<file path="src/hdl/ipse_pkg.sv">
// ----------------------------------------------------------------------------
// ipse_pkg
// Shared types and constants of the itemset prefix section encoder.
// ----------------------------------------------------------------------------
package ipse_pkg;

    localparam int LANES  = 4;
    localparam int PLANES = LANES - 1;
    localparam int IW     = 16;
    localparam int CW     = 17;

    typedef logic [IW-1:0] item_t;

    // per-lane compare outcome
    typedef struct packed {
        logic  match;
        item_t pref;
    } lane_res_t;

    // one result record as it leaves the block
    typedef struct packed {
        logic        overflow;
        logic        new_section;
        logic [15:0] itemset_index;
        logic [15:0] section_index;
        logic [31:0] support_count_out;
        item_t       suffix;
        item_t       prefix_2;
        item_t       prefix_1;
        item_t       prefix_0;
    } result_t;

endpackage

</file>
<file path="src/hdl/ipse_lane.sv">
// ----------------------------------------------------------------------------
// ipse_lane
// One prefix lane: compares an item with the stored prefix item.
// ----------------------------------------------------------------------------
module ipse_lane
    import ipse_pkg::*;
(
    input  item_t     item,
    input  item_t     stored,
    input  logic      en,
    output lane_res_t res
);

    // lanes beyond the prefix length always match and report zero
    assign res.match = !en || (item == stored);
    assign res.pref  = en ? item : '0;

endmodule

</file>
<file path="src/hdl/ipse_merge.sv">
// ----------------------------------------------------------------------------
// ipse_merge
// Combines the lane compares into the section decision and the result record.
// ----------------------------------------------------------------------------
module ipse_merge
    import ipse_pkg::*;
(
    input  lane_res_t [PLANES-1:0] lanes,
    input  logic                   have_prefix,
    input  logic                   full,
    input  item_t                  suffix,
    input  logic [31:0]            support_count,
    input  logic [CW-1:0]          section_count,
    input  logic [CW-1:0]          itemset_count,
    output logic                   fresh,
    output result_t                res
);

    logic          all_match;
    logic [CW-1:0] sec;

    always_comb
    begin
        all_match = 1'b1;
        for (int i = 0; i < PLANES; i++)
        begin
            all_match = all_match & lanes[i].match;
        end
        fresh = !have_prefix || !all_match;
        sec   = fresh ? section_count : section_count - CW'(1);

        res = '0;
        if (full)
        begin
            res.overflow = 1'b1;
        end
        else
        begin
            res.new_section       = fresh;
            res.prefix_0          = lanes[0].pref;
            res.prefix_1          = lanes[1].pref;
            res.prefix_2          = lanes[2].pref;
            res.suffix            = suffix;
            res.support_count_out = support_count;
            res.section_index     = sec[15:0];
            res.itemset_index     = itemset_count[15:0];
        end
    end

endmodule

</file>
<file path="src/hdl/ipse_skid.sv">
// ----------------------------------------------------------------------------
// ipse_skid
// Output register with a skid stage so input accepts while a result waits.
// ----------------------------------------------------------------------------
module ipse_skid
    import ipse_pkg::*;
(
    input  logic    clk,
    input  logic    rst_n,
    input  logic    in_valid,
    output logic    in_ready,
    input  result_t in_data,
    output logic    out_valid,
    input  logic    out_ready,
    output result_t out_data
);

    logic    out_valid_reg;
    logic    skid_valid_reg;
    result_t out_data_reg;
    result_t skid_data_reg;
    logic    push;
    logic    pop;

    assign in_ready  = !skid_valid_reg;
    assign push      = in_valid && !skid_valid_reg;
    assign pop       = out_valid_reg && out_ready;
    assign out_valid = out_valid_reg;
    assign out_data  = out_data_reg;

    always_ff @(posedge clk or negedge rst_n)
    begin
        if (!rst_n)
        begin
            out_valid_reg  <= 1'b0;
            skid_valid_reg <= 1'b0;
        end
        else if (pop)
        begin
            if (skid_valid_reg)
            begin
                skid_valid_reg <= 1'b0;
            end
            else
            begin
                out_valid_reg <= push;
            end
        end
        else if (push)
        begin
            if (!out_valid_reg)
            begin
                out_valid_reg <= 1'b1;
            end
            else
            begin
                skid_valid_reg <= 1'b1;
            end
        end
    end

    always_ff @(posedge clk)
    begin
        if (pop && skid_valid_reg)
        begin
            out_data_reg <= skid_data_reg;
        end
        else if (push && (pop || !out_valid_reg))
        begin
            out_data_reg <= in_data;
        end
        if (push && out_valid_reg && !pop)
        begin
            skid_data_reg <= in_data;
        end
    end

endmodule

</file>
<file path="src/hdl/itemset_prefix_section_encoder.sv">
// ----------------------------------------------------------------------------
// itemset_prefix_section_encoder
// Front codes sorted itemsets into sections that share a common prefix.
// ----------------------------------------------------------------------------
// output: each result is registered, in the skid stage while the output stage waits
// throughput: one itemset per cycle when not stalled; prefix lanes compare in parallel
//   and the section counters update in the same cycle, a skid stage holds one result
// reset: rst_n clears counters, the stored prefix and both output stages;
//   itemset_len returns to 2
module itemset_prefix_section_encoder
    import ipse_pkg::*;
#(
    parameter int MAX_K      = 4,
    parameter int ITEM_WIDTH = 16,
    parameter int CAPACITY   = 65536
)
(
    input  logic         clk,
    input  logic         rst_n,
    input  logic         cfg_valid,
    output logic         cfg_ready,
    input  logic [2:0]   cfg_data,     // itemset_len
    input  logic         s_tvalid,
    output logic         s_tready,
    input  logic [95:0]  s_tdata,      // item_0, item_1, item_2, item_3, support_count
    output logic         m_tvalid,
    input  logic         m_tready,
    output logic [127:0] m_tdata,      // prefix_0, prefix_1, prefix_2, suffix,
                                       // support_count_out, section_index, itemset_index
    output logic [1:0]   m_tuser       // new_section, overflow
);

    localparam int          LIM_I    = (MAX_K < LANES) ? MAX_K : LANES;
    localparam logic [2:0]  LIM      = 3'(LIM_I);
    localparam logic [IW-1:0] ITEM_MASK =
        (ITEM_WIDTH >= IW) ? {IW{1'b1}} : IW'((32'd1 << ITEM_WIDTH) - 32'd1);
    localparam logic [24:0] CAP      = 25'(CAPACITY);

    logic [2:0]              itemset_len_reg;
    logic                    have_prefix_reg;
    item_t [PLANES-1:0]      last_prefix_reg;
    logic [CW-1:0]           section_count_reg;
    logic [CW-1:0]           itemset_count_reg;

    item_t [LANES-1:0]       items;
    logic [2:0]              k;
    logic [2:0]              p;
    logic [1:0]              suffix_sel;
    logic [PLANES-1:0]       lane_en;
    lane_res_t [PLANES-1:0]  lanes;
    logic                    full;
    logic                    fresh;
    logic                    accept;
    result_t                 res;
    result_t                 res_out;

    assign cfg_ready = 1'b1;

    // effective itemset length, clamped to MAX_K and the lane count, zero read as one
    always_comb
    begin
        if (itemset_len_reg == 3'd0)
        begin
            k = 3'd1;
        end
        else if (itemset_len_reg > LIM)
        begin
            k = LIM;
        end
        else
        begin
            k = itemset_len_reg;
        end
        p          = k - 3'd1;
        suffix_sel = p[1:0];
    end

    always_comb
    begin
        for (int i = 0; i < LANES; i++)
        begin
            items[i] = s_tdata[i*IW +: IW] & ITEM_MASK;
        end
        for (int i = 0; i < PLANES; i++)
        begin
            lane_en[i] = 3'(i) < p;
        end
    end

    genvar g;
    generate
        for (g = 0; g < PLANES; g++)
        begin : g_lane
            ipse_lane u_lane (
                .item   (items[g]),
                .stored (last_prefix_reg[g]),
                .en     (lane_en[g]),
                .res    (lanes[g])
            );
        end
    endgenerate

    assign full = {8'd0, itemset_count_reg} >= CAP;

    ipse_merge u_merge (
        .lanes         (lanes),
        .have_prefix   (have_prefix_reg),
        .full          (full),
        .suffix        (items[suffix_sel]),
        .support_count (s_tdata[95:64]),
        .section_count (section_count_reg),
        .itemset_count (itemset_count_reg),
        .fresh         (fresh),
        .res           (res)
    );

    assign accept = s_tvalid && s_tready;

    always_ff @(posedge clk or negedge rst_n)
    begin
        if (!rst_n)
        begin
            itemset_len_reg   <= 3'd2;
            have_prefix_reg   <= 1'b0;
            last_prefix_reg   <= '0;
            section_count_reg <= '0;
            itemset_count_reg <= '0;
        end
        else
        begin
            if (cfg_valid && cfg_ready)
            begin
                itemset_len_reg <= cfg_data;
            end
            if (accept && !full)
            begin
                itemset_count_reg <= itemset_count_reg + CW'(1);
                if (fresh)
                begin
                    have_prefix_reg   <= 1'b1;
                    section_count_reg <= section_count_reg + CW'(1);
                    for (int i = 0; i < PLANES; i++)
                    begin
                        last_prefix_reg[i] <= lanes[i].pref;
                    end
                end
            end
        end
    end

    ipse_skid u_skid (
        .clk       (clk),
        .rst_n     (rst_n),
        .in_valid  (s_tvalid),
        .in_ready  (s_tready),
        .in_data   (res),
        .out_valid (m_tvalid),
        .out_ready (m_tready),
        .out_data  (res_out)
    );

    assign m_tdata = {res_out.itemset_index, res_out.section_index,
                      res_out.support_count_out, res_out.suffix,
                      res_out.prefix_2, res_out.prefix_1, res_out.prefix_0};
    assign m_tuser = {res_out.overflow, res_out.new_section};

    // input stalls only while both output stages hold a result
    a_stall_needs_result: assert property (@(posedge clk) disable iff (!rst_n)
        !s_tready |-> m_tvalid)
        else $error("input stalled with no result pending");

    a_prefix_after_accept: assert property (@(posedge clk) disable iff (!rst_n)
        accept |=> have_prefix_reg)
        else $error("no stored prefix after an accepted itemset");

    a_count_step: assert property (@(posedge clk) disable iff (!rst_n)
        (accept && !full) |=> itemset_count_reg == $past(itemset_count_reg) + CW'(1))
        else $error("itemset count did not advance by one");

    a_overflow_alone: assert property (@(posedge clk) disable iff (!rst_n)
        (m_tvalid && m_tuser[1]) |-> !m_tuser[0])
        else $error("dropped itemset reported as new section");

endmodule
</file>
<file path="config.mk">
export PLATFORM = sky130hd
export DESIGN_NAME = itemset_prefix_section_encoder
export DESIGN_NICKNAME = d
export VERILOG_FILES = /design/src/hdl/ipse_pkg.sv /design/src/hdl/ipse_lane.sv /design/src/hdl/ipse_merge.sv /design/src/hdl/ipse_skid.sv /design/src/hdl/itemset_prefix_section_encoder.sv
export SDC_FILE = /design/constraint.sdc
export NUM_CORES = 1
export LEC_CHECK = 0
export ABC_AREA = 0
export BUFFER_PORTS_ARGS = -buffer_cell sky130_fd_sc_hd__buf_2
export CAP_MARGIN = 20
export CORE_UTILIZATION = 60
export CTS_BUF_LIST = sky130_fd_sc_hd__clkbuf_8 sky130_fd_sc_hd__clkbuf_16
export DETAILED_ROUTE_END_ITERATION = 16
export PLACE_DENSITY_LB_ADDON = 0.08
export SLEW_MARGIN = 0
export SYNTH_ARGS = -nofsm -noshare
export SYNTH_HDL_FRONTEND = slang
export SYNTH_SLANG_ARGS = --single-unit
export TNS_END_PERCENT = 10
</file>
<file path="constraint.sdc">
create_clock -name clk -period 13.2 [get_ports clk]
set_clock_uncertainty 0.1 [all_clocks]
set_input_delay 2.64 -clock clk [delete_from_list [all_inputs] [get_ports clk]]
set_output_delay 2.64 -clock clk [all_outputs]
set_load 0.01 [all_outputs]
</file>
==> impl_results.md <==
- DR WL/cell: 19.5 um
- Iter 0 DRT Violations: 740
- CTS Hold Buffers Added: 0
- Primary FF master, synth: edfxtp_1
- Synth Net Count: 1269
- I/O Pins: 237
- Register Area: 0.00999 mm^2
- Power per standard cell area: 201 mW/mm^2
- Post-synthesis cell type count: 41
- Top post-synthesis cells by area: edfxtp_1 52%, dfrtp_1 14%, mux2_2 7.4%, nand2_1 3.8%, xor2_1 3.5%
- Count leader, synth: edfxtp_1
- Post-route DRC violation count: 0
- PortBufs: 235
- Finished Core Util: 72.2%
- Final setup fails: 0
- Tot GR Track Use: 26.4%
- Post-DP Area: 0.0165 mm^2
- Post-synth top area share: 51.7%
- Xor/xnor share of the synthesized area: 5.39%
- Setup TNS Final: 0 ns
- Seq cells post-synth: 347
- Die W: 161 um
- Most instantiated cells after synthesis: 260 x edfxtp_1, 152 x nand2_1, 99 x mux2_2
- Finished Cell Area: 0.0177 mm^2
- Die H: 161 um
- Dpl hpwl: 22.3 mm
- Rel. slew slack: 28.1%
- First-pass GRT wire length: 52.0 mm
- Clk Latency, worst-skew pair: 0.52 ns
- Drt first pass iters: 5
- Post-CTS Setup Inserts: 0
- Grt ovf: 0
- Layout cell share with drive strength beyond 1: 29.2%
- Clk root buf: clkbuf_16
- Post-synthesis compound-gate area fraction: 5.20%
- Row cnt: 57
- Main combinational cell family by area after synthesis: simple AND/OR/NAND/NOR gates
- Post-synthesis mux area share: 8.44%
- CP Class: in -> reg
- Vias post-DR: 9658
- EDFF count, synth: 260
- Worst-Margin Slew: 1.08 ns
- RSZ-0062 raised after global routing: false
- Worst vdd ir: 0.000113 V
- Cts bufs inserted: 36
- Synth Cell Area: 0.0151 mm^2
- Detailed Route WL: 33.6 mm
- Largest area contributor in the netlist: edfxtp_1
- Design Power: 3560 uW
- Slowest CP cell: buf_4
- Status: finished, final reports clean
- Syn Inst Count: 1161
- Number of vias per cell: 5.60
- Period Utilization, post-route: 37.8%
- Simple-Gate Fraction of Synth Area: 12.3%
- Area grow syn2layout: 17.3%
- Starting Density: 61.5%
- Worst-path cell chain: buf_2 -> xnor2_1 -> nand4_1 -> nor4_1 -> o21ai_1 -> o21ai_4 -> buf_4 -> o21ai_0
- Slowest cell delay on critical path: 0.68 ns
- CTS tree: yes
- Leak Pwr: 0.00717 uW
- Required @ worst endpoint: 13.44 ns
- Largest net degree at the start of global routing: 101
- Max-cap viol count: 0
- Post-synthesis sequential area ratio: 66.1%
- Filler cells: 1732
- Pins over their slew limit: 0
- Clk sinks: 347
- Syn. warnings: 0
- Adder-cell share of the synthesized area: 0.331%
- Antenna violations before repair: 4
- Crit. End Element: flip-flop
- Quantity of gates resized following cts: 0
- Routed Antenna Nets: 0
- Hold Vio Cnt, Final: 0
- CP Max Fanout: 100
- Final GP Congestion: 0.873
- Longest Clk Path Bufs: 3
- H-tree level count: 2
- Startpoint types: primary input
- Worst hold path class: reg -> reg
- Placed insts: 1656
- Vias in the first global route: 9146
- Core ar.: 0.0245 mm^2
- CTS clk-pin slew, worst paths: 0.06 ns
- Multi-input logic area: 0.00481 mm^2
- Final net count: 1480
- Finished Layout Cells: 1726
- Post-layout min period: 4.99 ns
- Die ar.: 0.0258 mm^2
- F_max: 0.201 GHz
- Asr flop ratio synth: 25.1%
- Avg Inst Size Synth: 13.0 um^2
- Worst path arrival time: 5.22 ns
==> critical path, delay by kind of cell <==
| family | cells | cell delay (ns) |
|---|---|---|
| xor gates and xnor gates | 1 | 0.15 |
| buffers and inverters | 2 | 0.81 |
| AOI/OAI and AO/OA | 3 | 0.79 |
| and+or+nand+nor | 2 | 0.82 |
==> routing by layer <==
| layer | track usage (%) | part of all wire (%) |
|---|---|---|
| met5 | 0 | 0.036 |
| met4 | 7.88 | 2.4 |
| met3 | 5.11 | 7.4 |
| met2 | 38.6 | 44 |
| met1 | 40.2 | 46 |
==> cells by family (layout without fill, tap and decap cells) <==
group | count (synthesis) | after routing
AND/OR/NAND/NOR | 384 | 384
flip-flops | 347 | 347
AO/OA/AOI/OAI | 135 | 135
multiplexers | 115 | 115
XOR/XNOR | 93 | 93
buffers and inverters | 82 | 320
adder cells (fa/ha/maj) | 4 | 4
other | 1 | 4
==> cell usage in the layout (no fill, tap or decap), drive strengths merged, types with 41 or more instances in the layout <==
cell / Yosys / layout
nand2: 152 / 152
and2: 48 / 48
dfrtp: 86 / 86
clkbuf: 53 / 41
xor2: 60 / 60
buf: 19 / 245
edfxtp: 260 / 260
nor2b: 49 / 49
o21ai: 70 / 70
nor2: 65 / 65
mux2: 99 / 99
==> where the power goes <==
part	internal, uW	leakage, uW	total (uW)	switching [uW]
Sequential	1560	0.00358	1690	132
Clock	611	0.000615	1020	408
Combinational	320	0.00297	847	527
==> layout make-up <==
cell class	instances	area share (%)
well taps	324	2.29
clock buffers	41	5.54
inverters	10	0.212
flip-flops and latches	347	56.4
repair buffers	245	7.10
multi-input cells	732	27.2
diodes	3	0.0424
clock inverters	24	1.24
==> stage by stage <==
stage / setup slack [ns] / hold slack [ns]
after global routing: 8.01 / 0.392
after floorplan: 3.25 / 0.351
final: 8.21 / 0.389
after CTS: 8.09 / 0.389
after detailed placement: 7.56 / 0.375
after global placement: 7.69 / 0.373
==> final timing paths <==
check / from / end / slack [ns] / cells past startpoint
max in group asynchronous: rst_n / itemset_count_reg[16] / 9.86 / 2
max reg2reg: itemset_len_reg[2] / last_prefix_reg[11] / 9.96 / 7
min: section_count_reg[15] / section_count_reg[15] / 0.39 / 1
max: s_tdata[43] / last_prefix_reg[11] / 8.21 / 8
min reg2reg: section_count_reg[15] / section_count_reg[15] / 0.39 / 1
min in group asynchronous: rst_n / itemset_count_reg[10] / 1.88 / 1
Power figures use the tool's default switching activity.
